`src/rtl/sdlc_pkg.sv`:
```
// Shared types and constants for the serial decimal LED color command block.
// No dependencies; the block and checker use scoped names, the testbench imports it.
package sdlc_pkg;

	// accumulator width (valid range 11..32)
	localparam int ACC_BITS = 16;
	localparam logic [ACC_BITS-1:0] ACC_MAX = '1;

	localparam int VAL_W  = 16;              // entered_value / register width
	localparam int CMP_W  = (ACC_BITS > VAL_W) ? ACC_BITS : VAL_W;
	localparam logic [15:0] IDLE_MAX = 16'hFFFF;

	// config register indexes
	localparam int CFG_IDX_W = 1;
	localparam logic [CFG_IDX_W-1:0] CFG_TIMEOUT   = 1'd0;
	localparam logic [CFG_IDX_W-1:0] CFG_HANDSHAKE = 1'd1;

	localparam logic [15:0] TIMEOUT_RST   = 16'd1000;
	localparam logic [15:0] HANDSHAKE_RST = 16'd9090;

	// item kinds
	localparam logic KIND_BYTE = 1'b0;
	localparam logic KIND_TICK = 1'b1;

	localparam logic [7:0] CHAR_0 = 8'h30;
	localparam logic [7:0] CHAR_9 = 8'h39;

	// result status codes
	localparam logic [2:0] ST_HANDSHAKE = 3'd0;
	localparam logic [2:0] ST_CHANNEL   = 3'd1;
	localparam logic [2:0] ST_ALL_OFF   = 3'd2;
	localparam logic [2:0] ST_ZERO      = 3'd3;
	localparam logic [2:0] ST_NO_EFFECT = 3'd4;

	// command value that clears all channels
	localparam int CMD_CLEAR = 1024;

endpackage

```
`src/rtl/sdlc_in_if.sv`:
```
// Input channel: one beat is a received byte or one timer tick.
// Standalone; no package dependency.
interface sdlc_in_if;
	logic       valid;
	logic       ready;
	logic       kind;
	logic [7:0] rx_byte;

	modport source (output valid, output kind, output rx_byte, input ready);
	modport sink   (input valid, input kind, input rx_byte, output ready);
endinterface

```
`src/rtl/sdlc_out_if.sv`:
```
// Result channel: status, completed number and packed pixel word per beat.
// Standalone; no package dependency.
interface sdlc_out_if;
	logic        valid;
	logic        ready;
	logic [2:0]  status;
	logic [15:0] entered_value;
	logic [31:0] pixel_word;

	modport source (output valid, output status, output entered_value,
		output pixel_word, input ready);
	modport sink   (input valid, input status, input entered_value,
		input pixel_word, output ready);
endinterface

```
`src/rtl/serial_decimal_led_color_command.sv`:
```
// Serial decimal LED color command block: parser, link arming and channel update.
// Depends on sdlc_pkg, sdlc_in_if and sdlc_out_if.
// An accepted beat is held in the input register; its result then goes to the result register.
// Throughput: one input beat per cycle; one input register feeds a single pass
// of parse/decode logic into one result register, both stall only on a full output.
// Reset (arst_n low, asynchronous): accumulator, idle count, link and all four
// levels clear, timeout returns to 1000 ticks and handshake code to 9090.
module serial_decimal_led_color_command (
	input  logic                              clk,
	input  logic                              arst_n,
	input  logic                              cfg_we,
	input  logic [sdlc_pkg::CFG_IDX_W-1:0]    cfg_idx,
	input  logic [15:0]                       cfg_wdata,
	sdlc_in_if.sink                           in_ch,
	sdlc_out_if.source                        out_ch
);

	localparam int AB = sdlc_pkg::ACC_BITS;

	// ---------------- configuration registers ----------------
	logic [15:0] timeout_q;
	logic [15:0] handshake_q;

	always_ff @(posedge clk or negedge arst_n) begin
		if (!arst_n) begin
			timeout_q   <= sdlc_pkg::TIMEOUT_RST;
			handshake_q <= sdlc_pkg::HANDSHAKE_RST;
		end else if (cfg_we) begin
			unique case (cfg_idx)
				sdlc_pkg::CFG_TIMEOUT:   timeout_q   <= cfg_wdata;
				sdlc_pkg::CFG_HANDSHAKE: handshake_q <= cfg_wdata;
				default: ;
			endcase
		end
	end

	// ---------------- input register (stage 1) ----------------
	// The stage advances whenever the result register is free or being drained,
	// so an item that completes a number never overwrites an untaken result.
	logic       valid_s1;
	logic       kind_s1;
	logic [7:0] byte_s1;
	logic       out_valid_q;
	logic       s1_go;
	logic       s1_fire;

	assign s1_go       = !out_valid_q || out_ch.ready;
	assign s1_fire     = valid_s1 && s1_go;
	assign in_ch.ready = !valid_s1 || s1_go;

	always_ff @(posedge clk or negedge arst_n) begin
		if (!arst_n) begin
			valid_s1 <= 1'b0;
		end else if (in_ch.ready) begin
			valid_s1 <= in_ch.valid;
		end
	end

	always_ff @(posedge clk) begin
		if (in_ch.valid && in_ch.ready) begin
			kind_s1 <= in_ch.kind;
			byte_s1 <= in_ch.rx_byte;
		end
	end

	// ---------------- parser state ----------------
	logic [AB-1:0] acc_q;
	logic          started_q;
	logic [15:0]   idle_q;
	logic          link_q;
	logic [7:0]    red_q, green_q, blue_q, white_q;

	// digit accumulate: acc*10 + d, saturating
	logic          is_byte, is_digit;
	logic [3:0]    digit;
	logic [AB+3:0] acc_x10;
	logic [AB+3:0] acc_sum;
	logic [AB-1:0] acc_next_digit;
	logic [15:0]   idle_inc;
	logic          timed_out;
	logic          finish;

	assign is_byte  = (kind_s1 == sdlc_pkg::KIND_BYTE);
	assign is_digit = is_byte && (byte_s1 >= sdlc_pkg::CHAR_0) && (byte_s1 <= sdlc_pkg::CHAR_9);
	assign digit    = byte_s1[3:0];
	assign acc_x10  = {1'b0, acc_q, 3'b000} + {3'b000, acc_q, 1'b0};
	assign acc_sum  = acc_x10 + (AB+4)'(digit);
	assign acc_next_digit = (acc_sum > (AB+4)'(sdlc_pkg::ACC_MAX)) ?
		sdlc_pkg::ACC_MAX : acc_sum[AB-1:0];

	// idle count saturates so a maxed timeout never fires
	assign idle_inc  = (idle_q == sdlc_pkg::IDLE_MAX) ? idle_q : idle_q + 16'd1;
	assign timed_out = idle_inc > timeout_q;

	// number ends on a non-digit byte or on a tick past the timeout
	assign finish = started_q && ((is_byte && !is_digit) || (!is_byte && timed_out));

	// ---------------- command decode on the completed number ----------------
	logic                     hs_match;
	logic                     below_clear;
	logic [7:0]               lvl;
	logic [2:0]               status_d;
	logic                     result_d;
	logic                     link_d;
	logic [7:0]               red_d, green_d, blue_d, white_d;

	assign hs_match    = sdlc_pkg::CMP_W'(acc_q) == sdlc_pkg::CMP_W'(handshake_q);
	assign below_clear = (acc_q >> 10) == '0;
	assign lvl         = acc_q[7:0];

	always_comb begin
		status_d = sdlc_pkg::ST_NO_EFFECT;
		result_d = 1'b0;
		link_d   = link_q;
		red_d    = red_q;
		green_d  = green_q;
		blue_d   = blue_q;
		white_d  = white_q;
		if (finish) begin
			if (!link_q) begin
				// before handshake only the matching code counts
				if (hs_match) begin
					link_d   = 1'b1;
					result_d = 1'b1;
					status_d = sdlc_pkg::ST_HANDSHAKE;
				end
			end else begin
				result_d = 1'b1;
				if (acc_q == '0) begin
					status_d = sdlc_pkg::ST_ZERO;
				end else if (below_clear) begin
					// upper two bits pick the channel, low byte is the level
					status_d = sdlc_pkg::ST_CHANNEL;
					unique case (acc_q[9:8])
						2'd0:    red_d   = lvl;
						2'd1:    green_d = lvl;
						2'd2:    blue_d  = lvl;
						default: white_d = lvl;
					endcase
				end else if (acc_q == AB'(sdlc_pkg::CMD_CLEAR)) begin
					status_d = sdlc_pkg::ST_ALL_OFF;
					red_d    = '0;
					green_d  = '0;
					blue_d   = '0;
					white_d  = '0;
				end else begin
					status_d = sdlc_pkg::ST_NO_EFFECT;
				end
			end
		end
	end

	always_ff @(posedge clk or negedge arst_n) begin
		if (!arst_n) begin
			acc_q     <= '0;
			started_q <= 1'b0;
			idle_q    <= '0;
			link_q    <= 1'b0;
			red_q     <= '0;
			green_q   <= '0;
			blue_q    <= '0;
			white_q   <= '0;
		end else if (s1_fire) begin
			link_q  <= link_d;
			red_q   <= red_d;
			green_q <= green_d;
			blue_q  <= blue_d;
			white_q <= white_d;
			if (is_digit) begin
				acc_q     <= acc_next_digit;
				started_q <= 1'b1;
				idle_q    <= '0;
			end else if (finish) begin
				acc_q     <= '0;
				started_q <= 1'b0;
				idle_q    <= '0;
			end else if (!is_byte && started_q) begin
				idle_q <= idle_inc;
			end
		end
	end

	// ---------------- result register ----------------
	logic [2:0]  status_q;
	logic [15:0] value_q;
	logic [31:0] pixel_q;

	always_ff @(posedge clk or negedge arst_n) begin
		if (!arst_n) begin
			out_valid_q <= 1'b0;
		end else if (s1_go) begin
			out_valid_q <= s1_fire && result_d;
		end
	end

	always_ff @(posedge clk) begin
		if (s1_fire && result_d) begin
			status_q <= status_d;
			value_q  <= 16'(acc_q);
			pixel_q  <= {white_d, green_d, red_d, blue_d};
		end
	end

	assign out_ch.valid         = out_valid_q;
	assign out_ch.status        = status_q;
	assign out_ch.entered_value = value_q;
	assign out_ch.pixel_word    = pixel_q;

endmodule

```
`src/flat_wrapper.sv`:
```
// flat-port wrapper written by rule: the top's interface ports become plain ports
module serial_decimal_led_color_command_flat 
  (clk, arst_n, cfg_we, cfg_idx, cfg_wdata, in_ch_valid, in_ch_kind, in_ch_rx_byte, in_ch_ready, out_ch_valid, out_ch_status, out_ch_entered_value, out_ch_pixel_word, out_ch_ready);
  sdlc_in_if in_ch_i ();
  sdlc_out_if out_ch_i ();
  input  logic clk;
  input  logic arst_n;
  input  logic cfg_we;
  input  logic [sdlc_pkg::CFG_IDX_W-1:0] cfg_idx;
  input  logic [15:0] cfg_wdata;
  input wire logic [$bits(in_ch_i.valid)-1:0] in_ch_valid;
  input wire logic [$bits(in_ch_i.kind)-1:0] in_ch_kind;
  input wire logic [$bits(in_ch_i.rx_byte)-1:0] in_ch_rx_byte;
  output wire logic [$bits(in_ch_i.ready)-1:0] in_ch_ready;
  output wire logic [$bits(out_ch_i.valid)-1:0] out_ch_valid;
  output wire logic [$bits(out_ch_i.status)-1:0] out_ch_status;
  output wire logic [$bits(out_ch_i.entered_value)-1:0] out_ch_entered_value;
  output wire logic [$bits(out_ch_i.pixel_word)-1:0] out_ch_pixel_word;
  input wire logic [$bits(out_ch_i.ready)-1:0] out_ch_ready;
  assign in_ch_i.valid = in_ch_valid;
  assign in_ch_i.kind = in_ch_kind;
  assign in_ch_i.rx_byte = in_ch_rx_byte;
  assign in_ch_ready = in_ch_i.ready;
  assign out_ch_valid = out_ch_i.valid;
  assign out_ch_status = out_ch_i.status;
  assign out_ch_entered_value = out_ch_i.entered_value;
  assign out_ch_pixel_word = out_ch_i.pixel_word;
  assign out_ch_i.ready = out_ch_ready;
  serial_decimal_led_color_command u_core (.clk(clk), .arst_n(arst_n), .cfg_we(cfg_we), .cfg_idx(cfg_idx), .cfg_wdata(cfg_wdata), .in_ch(in_ch_i), .out_ch(out_ch_i));
endmodule
```
`config.mk`:
```
export PLATFORM = sky130hd
export DESIGN_NAME = serial_decimal_led_color_command_flat
export DESIGN_NICKNAME = d
export VERILOG_FILES = /design/src/rtl/sdlc_pkg.sv /design/src/rtl/sdlc_in_if.sv /design/src/rtl/sdlc_out_if.sv /design/src/rtl/serial_decimal_led_color_command.sv /design/src/flat_wrapper.sv
export SDC_FILE = /design/constraint.sdc
export NUM_CORES = 1
export LEC_CHECK = 0
export BUFFER_PORTS_ARGS = -buffer_cell sky130_fd_sc_hd__clkbuf_2
export CELL_PAD_IN_SITES_DETAIL_PLACEMENT = 0
export CELL_PAD_IN_SITES_GLOBAL_PLACEMENT = 2
export CORE_ASPECT_RATIO = 1.75
export CORE_MARGIN = 1.5
export CORE_UTILIZATION = 40
export DETAILED_ROUTE_END_ITERATION = 16
export PLACE_DENSITY_LB_ADDON = 0.1
export SLEW_MARGIN = 20
export SYNTH_ARGS = -nofsm -noshare
export SYNTH_HDL_FRONTEND = slang
export SYNTH_SLANG_ARGS = --single-unit
```
`constraint.sdc`:
```
create_clock -name clk -period 8.5 [get_ports clk]
set_input_delay 0.85 -clock clk [delete_from_list [all_inputs] [get_ports clk]]
set_output_delay 0.85 -clock clk [all_outputs]
set_load 0.005 [all_outputs]
```
==> flow_metrics.env, run 1 <==
export IMPL_status="finished, violations left"
export IMPL_violations="design-rule violations"
export IMPL_post_route_util=0.470
export IMPL_skew_ps=12.6
export IMPL_cts_sinks=160
export IMPL_vias_per_cell=5.86
export IMPL_fin_ws_ps=3350
export IMPL_drc=7
export IMPL_fin_nets=894
export IMPL_ys_seq_area_frac=0.515
export IMPL_regToRegSetupSlack_ps=3350
export IMPL_hold_path_class="primary input to async pin"
export IMPL_clock_fmax_mhz=194
export IMPL_finalCritPeriodShare=0.606
export IMPL_cts_repair_resized=0
export IMPL_synth_common_cells="dfrtp_1, edfxtp_1, nand2_1, a22o_1, ha_1"
export IMPL_coreArea_um2=20500
export IMPL_gp_congestion=0.838
export IMPL_rsz0062_at_grt="no"
export IMPL_cts_hold_buf=0
export IMPL_ys_ff_latch=160
export IMPL_timing_rr_start="u_core.idle_q[4]"
export IMPL_critPathCapture="u_core.out_ch.pixel_word[27]"
export IMPL_crit_start="u_core.idle_q[4]"
export IMPL_cts_root_buf="clkbuf_16"
export IMPL_grt_pass1_wl_mm=36.8
export IMPL_grt_pass1_vias=6524
export IMPL_synth_cell_types=63
export IMPL_grt_max_degree=79
export IMPL_vias=6292
export IMPL_die_area_um2=21900
export IMPL_synthArstFlopShare=0.625
export IMPL_power_density_nw_per_um2=206
export IMPL_crit_arrival_ps=5450
export IMPL_postCtsSetupRepairBufs=0
export IMPL_port_buffers=83
export IMPL_hold_viol_final=0
export IMPL_synth_edf_count=60
export IMPL_ys_flop_type="dfrtp_1"
export IMPL_die_w_um=112
export IMPL_synth_xor_area_frac=0.0418
export IMPL_drive_gt1_frac=0.200
export IMPL_num_rows=69
export IMPL_synth_compound_area_frac=0.183
export IMPL_cts_buffers=17
export IMPL_synth_top_family_by_area="compound AO/OA/AOI/OAI gates"
export IMPL_avgRoutedWirePerCell_um=21.8
export IMPL_cap_violations=0
export IMPL_worstReg2RegEnd="u_core.out_ch.pixel_word[27]"
export IMPL_ir_drop_mv=0.149
export IMPL_synthCells=740
export IMPL_gr_usage_all_layers=0.223
export IMPL_ys_warn_count=0
export IMPL_n_fill_cell=1936
export IMPL_yosys_area_top_type="dfrtp_1"
export IMPL_ant_nets=0
export IMPL_worstPathMaxFanout=12
export IMPL_drv_slew=0
export IMPL_routed_wl_mm=23.4
export IMPL_critPathCaptureType="flop"
export IMPL_r2r_cells=13
export IMPL_synth_area_um2=8390
export IMPL_fin_crit_ps=5150
export IMPL_die_h_um=195
export IMPL_synth_most_common_cell="dfrtp_1"
export IMPL_dp_hpwl_mm=17.1
export IMPL_antenna_diode_count=0
export IMPL_netlist_top_cells_area="dfrtp_1, edfxtp_1, ha_1, a22o_1, dfstp_2"
export IMPL_max_slew_margin_rel=0.319
export IMPL_p_leak_nw=4.39
export IMPL_tritoncts="built"
export IMPL_critPathLaunchType="flop"
export IMPL_crit_required_ps=8790
export IMPL_h_tree_depth=4
export IMPL_grt_overflow=0
export IMPL_synth_fa_ha_area_frac=0.0764
export IMPL_initial_core_util=0.410
export IMPL_setup_viol=0
export IMPL_cts_max_path_buffers=2
export IMPL_worstMarginPinSlew_ps=1020
export IMPL_area_growth_pct=14.6
export IMPL_synth_nets=821
export IMPL_drt_iter0_drc=329
export IMPL_antenna_found_initial=0
export IMPL_synthMuxAreaShare=0.0265
export IMPL_ioPinCount=84
export IMPL_setup_tns_ps=0
export IMPL_synth_top_area_share=0.265
export IMPL_dp_slack_ps=3530
export IMPL_dr_pass1_iters=11
export IMPL_worstSetupPathType="flop to flop"
export IMPL_clock_latency_ps=430
export IMPL_path_clk_slew_ps=70
export IMPL_syn_area_per_cell_um2=11.3
export IMPL_synth_simple_area_share=0.129
power by group:
group	internal, W	total, W	switching [W]
Combinational	0.000126	0.000298	0.000172
Sequential	0.000844	0.000928	0.0000842
Clock	0.000423	0.000749	0.000327
layout make-up:
type,instances,area (µm²),area share
flip-flops and latches,160,4320,0.449
multi-input cells,520,3840,0.400
repair buffers,89,467,0.0486
clock buffers,19,453,0.0471
well taps,248,310,0.0323
clock inverters,13,124,0.0129
inverters,25,93.8,0.00976
stage by stage:
stage	instance area, µm²	total power, W	hold WS [ps]	std cells
floorplan	8390	0.00112	449	740
global placement	9020	0.00124	467	1042
detailed placement	9020	0.00124	474	1042
CTS	9600	0.00200	309	1074
global route	9610	0.00207	331	1074
finish	9610	0.00198	328	1074
registers in the layout, summed over array words and instances, names as in the netlist, 3 cells and up:
name,cells
u_core.white_q,8
u_core.out_ch.entered_value,16
u_core.timeout_q,16
u_core.handshake_q,16
u_core.out_ch.status,3
u_core.idle_q,16
u_core.red_q,8
u_core.byte_s1,8
u_core.green_q,8
u_core.acc_q,16
u_core.blue_q,8
u_core.out_ch.pixel_word,32
per-layer routing:
layer	vias up	wire, µm	GRT usage
li1	2956	-	-
met1	3121	8990	0.255
met2	179	12900	0.413
met3	36	985	0.0359
met4	0	594	0.0863
met5	-	0	0
cells in the final DEF (no fill, tap or decap), drive strengths merged, types with 18 or more instances in the layout:
master / instances
clkbuf: 101
xor2: 25
dfrtp: 89
o21ai: 39
mux2: 18
a21oi: 23
nand2: 57
a22o: 52
edfxtp: 60
nor2: 29
ha: 48
inv: 30
worst min-delay path by stage:
stage / startpoint / endpoint / slack [ps] / depth (start not counted)
after CTS: arst_n / u_core.handshake_q[6] / 310 / 1
final: arst_n / u_core.acc_q[10] / 330 / 1
after global routing: arst_n / u_core.handshake_q[6] / 330 / 1
after global placement: u_core.white_q[4] / u_core.white_q[4] / 470 / 2
after detailed placement: u_core.green_q[1] / u_core.green_q[1] / 470 / 1
after floorplan: u_core.white_q[4] / u_core.white_q[4] / 450 / 2
worst max-delay path, cell delays in order (launching register included):
cell and delay, ps:
dfrtp_1 470, nand4_1 190, nor4_1 470, nand4_1 530
and3_1 440, and3_1 230, xor2_1 150, ha_1 300
nand2_1 60, nor3_1 350, o21a_1 280, o2111ai_1 520
nor2_1 780, a22o_1 250
logic make-up (layout without fill, tap and decap cells):
group / after synthesis / in the layout
buffers and inverters: 60 / 146
DFF: 160 / 160
xor gates and xnor gates: 40 / 40
adders and majority gates: 50 / 50
muxes: 20 / 20
and+or+nand+nor: 204 / 204
AOI/OAI and AO/OA: 206 / 206
No activity file was read; power rests on OpenSTA's default activity.
==> run 2, diff against run 1 <==
Settings changed: CORE_UTILIZATION 40 to 36.
Clock period 8.5 ns to 4.7 ns, I/O delays scaled along.
==> flow_metrics.env, run 2 (synthesized netlist as in run 1, its figures left out) <==
export IMPL_place_area_um2=9230
export IMPL_worstSetupPathType="flop to flop"
export IMPL_coreArea_um2=22800
export IMPL_layout_cells_non_filler=1144
export IMPL_antenna_diode_count=0
export IMPL_grt_overflow=0
export IMPL_dp_cells=1112
export IMPL_cts_hold_buf=0
export IMPL_path_clk_slew_ps=70
export IMPL_power_density_nw_per_um2=354
export IMPL_gp_congestion=0.785
export IMPL_antenna_found_initial=0
export IMPL_cts_sinks=160
export IMPL_layout_commonest_cell="dfrtp_1"
export IMPL_ant_nets=0
export IMPL_initial_core_util=0.367
export IMPL_cts_repair_resized=0
export IMPL_post_route_util=0.427
export IMPL_setup_viol=0
export IMPL_drv_slew=0
export IMPL_finalCritPeriodShare=0.940
export IMPL_worstPathCellList="nand4_1 -> nor4_2 -> nand4_1 -> and3_1 -> and3_1 -> xor2_1 -> ha_1 -> nand2_1 -> nor3_1 -> o21ai_1 -> a2111oi_4 -> nand3_1 -> a22o_1"
export IMPL_largest_register_ffs=32
export IMPL_grt_pass1_wl_mm=36.3
export IMPL_hold_path_class="primary input to async pin"
export IMPL_ir_drop_mv=0.190
export IMPL_h_tree_depth=4
export IMPL_status="completed"
export IMPL_dp_slack_ps=243
export IMPL_stdcell_area_um2=9750
export IMPL_internal_power_w=0.00244
export IMPL_dr_pass1_iters=5
export IMPL_cts_root_buf="clkbuf_16"
export IMPL_critPathLaunchType="flop"
export IMPL_clkPwrFrac=0.354
export IMPL_postCtsSetupRepairBufs=0
export IMPL_gr_usage_all_layers=0.199
export IMPL_hold_viol_final=0
export IMPL_p_leak_nw=4.45
export IMPL_grt_pass1_vias=6387
export IMPL_n_fill_cell=2243
export IMPL_regToRegSetupSlack_ps=280
export IMPL_switching_power_w=0.00101
export IMPL_dp_hpwl_mm=17.4
export IMPL_die_w_um=118
export IMPL_max_slew_margin_rel=0.242
export IMPL_clock_fmax_mhz=226
export IMPL_fin_nets=912
export IMPL_routed_wl_mm=23.2
export IMPL_avgRoutedWirePerCell_um=20.3
export IMPL_worstMarginPinSlew_ps=1130
export IMPL_grt_max_degree=67
export IMPL_worstReg2RegEnd="u_core.out_ch.pixel_word[5]"
export IMPL_swShare=0.293
export IMPL_drt_iter0_drc=379
export IMPL_ioPinCount=84
export IMPL_num_rows=73
export IMPL_vias=6267
export IMPL_crit_arrival_ps=4600
export IMPL_sequentialPowerShare=0.457
export IMPL_cp_slowest_stage_delay_ps=580
export IMPL_cp_slowest_cell="a2111oi_4"
export IMPL_drive_gt1_frac=0.213
export IMPL_fin_crit_ps=4420
export IMPL_cts_max_path_buffers=2
export IMPL_r2r_cells=13
export IMPL_worstPathMaxFanout=8
export IMPL_cts_buffers=17
export IMPL_cap_violations=0
export IMPL_crit_required_ps=4880
export IMPL_die_h_um=205
export IMPL_timing_rr_start="u_core.idle_q[4]"
export IMPL_fin_ws_ps=283
export IMPL_final_cell_mix="dfrtp_1, clkbuf_2, edfxtp_1"
export IMPL_clock_latency_ps=440
export IMPL_area_growth_pct=16.2
export IMPL_rsz0062_at_grt="yes"
export IMPL_combPwrFrac=0.189
export IMPL_drc=0
export IMPL_port_buffers=83
export IMPL_critPathCaptureType="flop"
export IMPL_vias_per_cell=5.48
export IMPL_die_area_um2=24300
export IMPL_tritoncts="built"
export IMPL_skew_ps=11.4
==> run 2: changes by cell type in the layout (fill, tap and decap cells not counted), moves of 2 or more <==
cell | before | now
buf_4 | 6 | 25
clkinv_2 | 1 | 5
clkinv_1 | 1 | 4
inv_6 | 4 | 1
clkbuf_1 | 0 | 2
clkbuf_8 | 2 | 0
clkinvlp_4 | 4 | 2
==> run 2: how the worst max path moves through the flow <==
stage / slack (ps) / start / end
CTS: 210 / u_core.idle_q[4] / u_core.out_ch.pixel_word[23]
floorplan: 40 / u_core.idle_q[0] / u_core.out_ch.entered_value[0]
global placement: 410 / u_core.idle_q[4] / u_core.out_ch.pixel_word[18]
global route: -20 / u_core.idle_q[4] / u_core.out_ch.pixel_word[3]
detailed placement: 240 / u_core.idle_q[4] / u_core.out_ch.pixel_word[18]
finish: 280 / u_core.idle_q[4] / u_core.out_ch.pixel_word[5]
==> run 2: power groups by stage <==
| stage | logic (W) | clock network, W | registers, W |
|---|---|---|---|
| 3_3_place_gp | 0.000657 | 0 | 0.00160 |
| 5_1_grt | 0.000726 | 0.00131 | 0.00159 |
| 2_1_floorplan | 0.000428 | 0 | 0.00159 |
| 3_5_place_dp | 0.000657 | 0 | 0.00161 |
| 6_report | 0.000653 | 0.00122 | 0.00158 |
| 4_1_cts | 0.000663 | 0.00126 | 0.00158 |
==> run 2: cell type report <==
| type | instances | area (µm²) | area share |
|---|---|---|---|
| clock buffers | 19 | 433 | 0.0444 |
| well taps | 300 | 375 | 0.0385 |
| flip-flops and latches | 160 | 4320 | 0.443 |
| inverters | 25 | 93.8 | 0.00963 |
| repair buffers | 107 | 598 | 0.0614 |
| clock inverters | 13 | 72.6 | 0.00744 |
| multi-input cells | 520 | 3860 | 0.396 |
==> run 2: per-stage QoR <==
stage               hold WS, ps  setup TNS, ps  power, W
global placement            464              0   0.00226
floorplan                   174              0   0.00202
CTS                         184              0   0.00350
detailed placement          476              0   0.00226
finish                      167              0   0.00345
global route                205          -46.9   0.00363
==> run 2: routing by layer <==
metal / GRT usage / wire length (µm) / vias to the layer above
met5: 0 / 0 / -
met4: 0.0830 / 657 / 0
met1: 0.229 / 9410 / 3061
met2: 0.360 / 12300 / 172
met3: 0.0390 / 910 / 36
li1: - / - / 2998
==> run 2: critical path, delay by kind of cell (launching register included) <==
kind            cells  cell delay, ps
compound gates      3            1170
xor+xnor            1             150
fa+ha+maj           1             300
flops               1             470
simple gates        8            2070
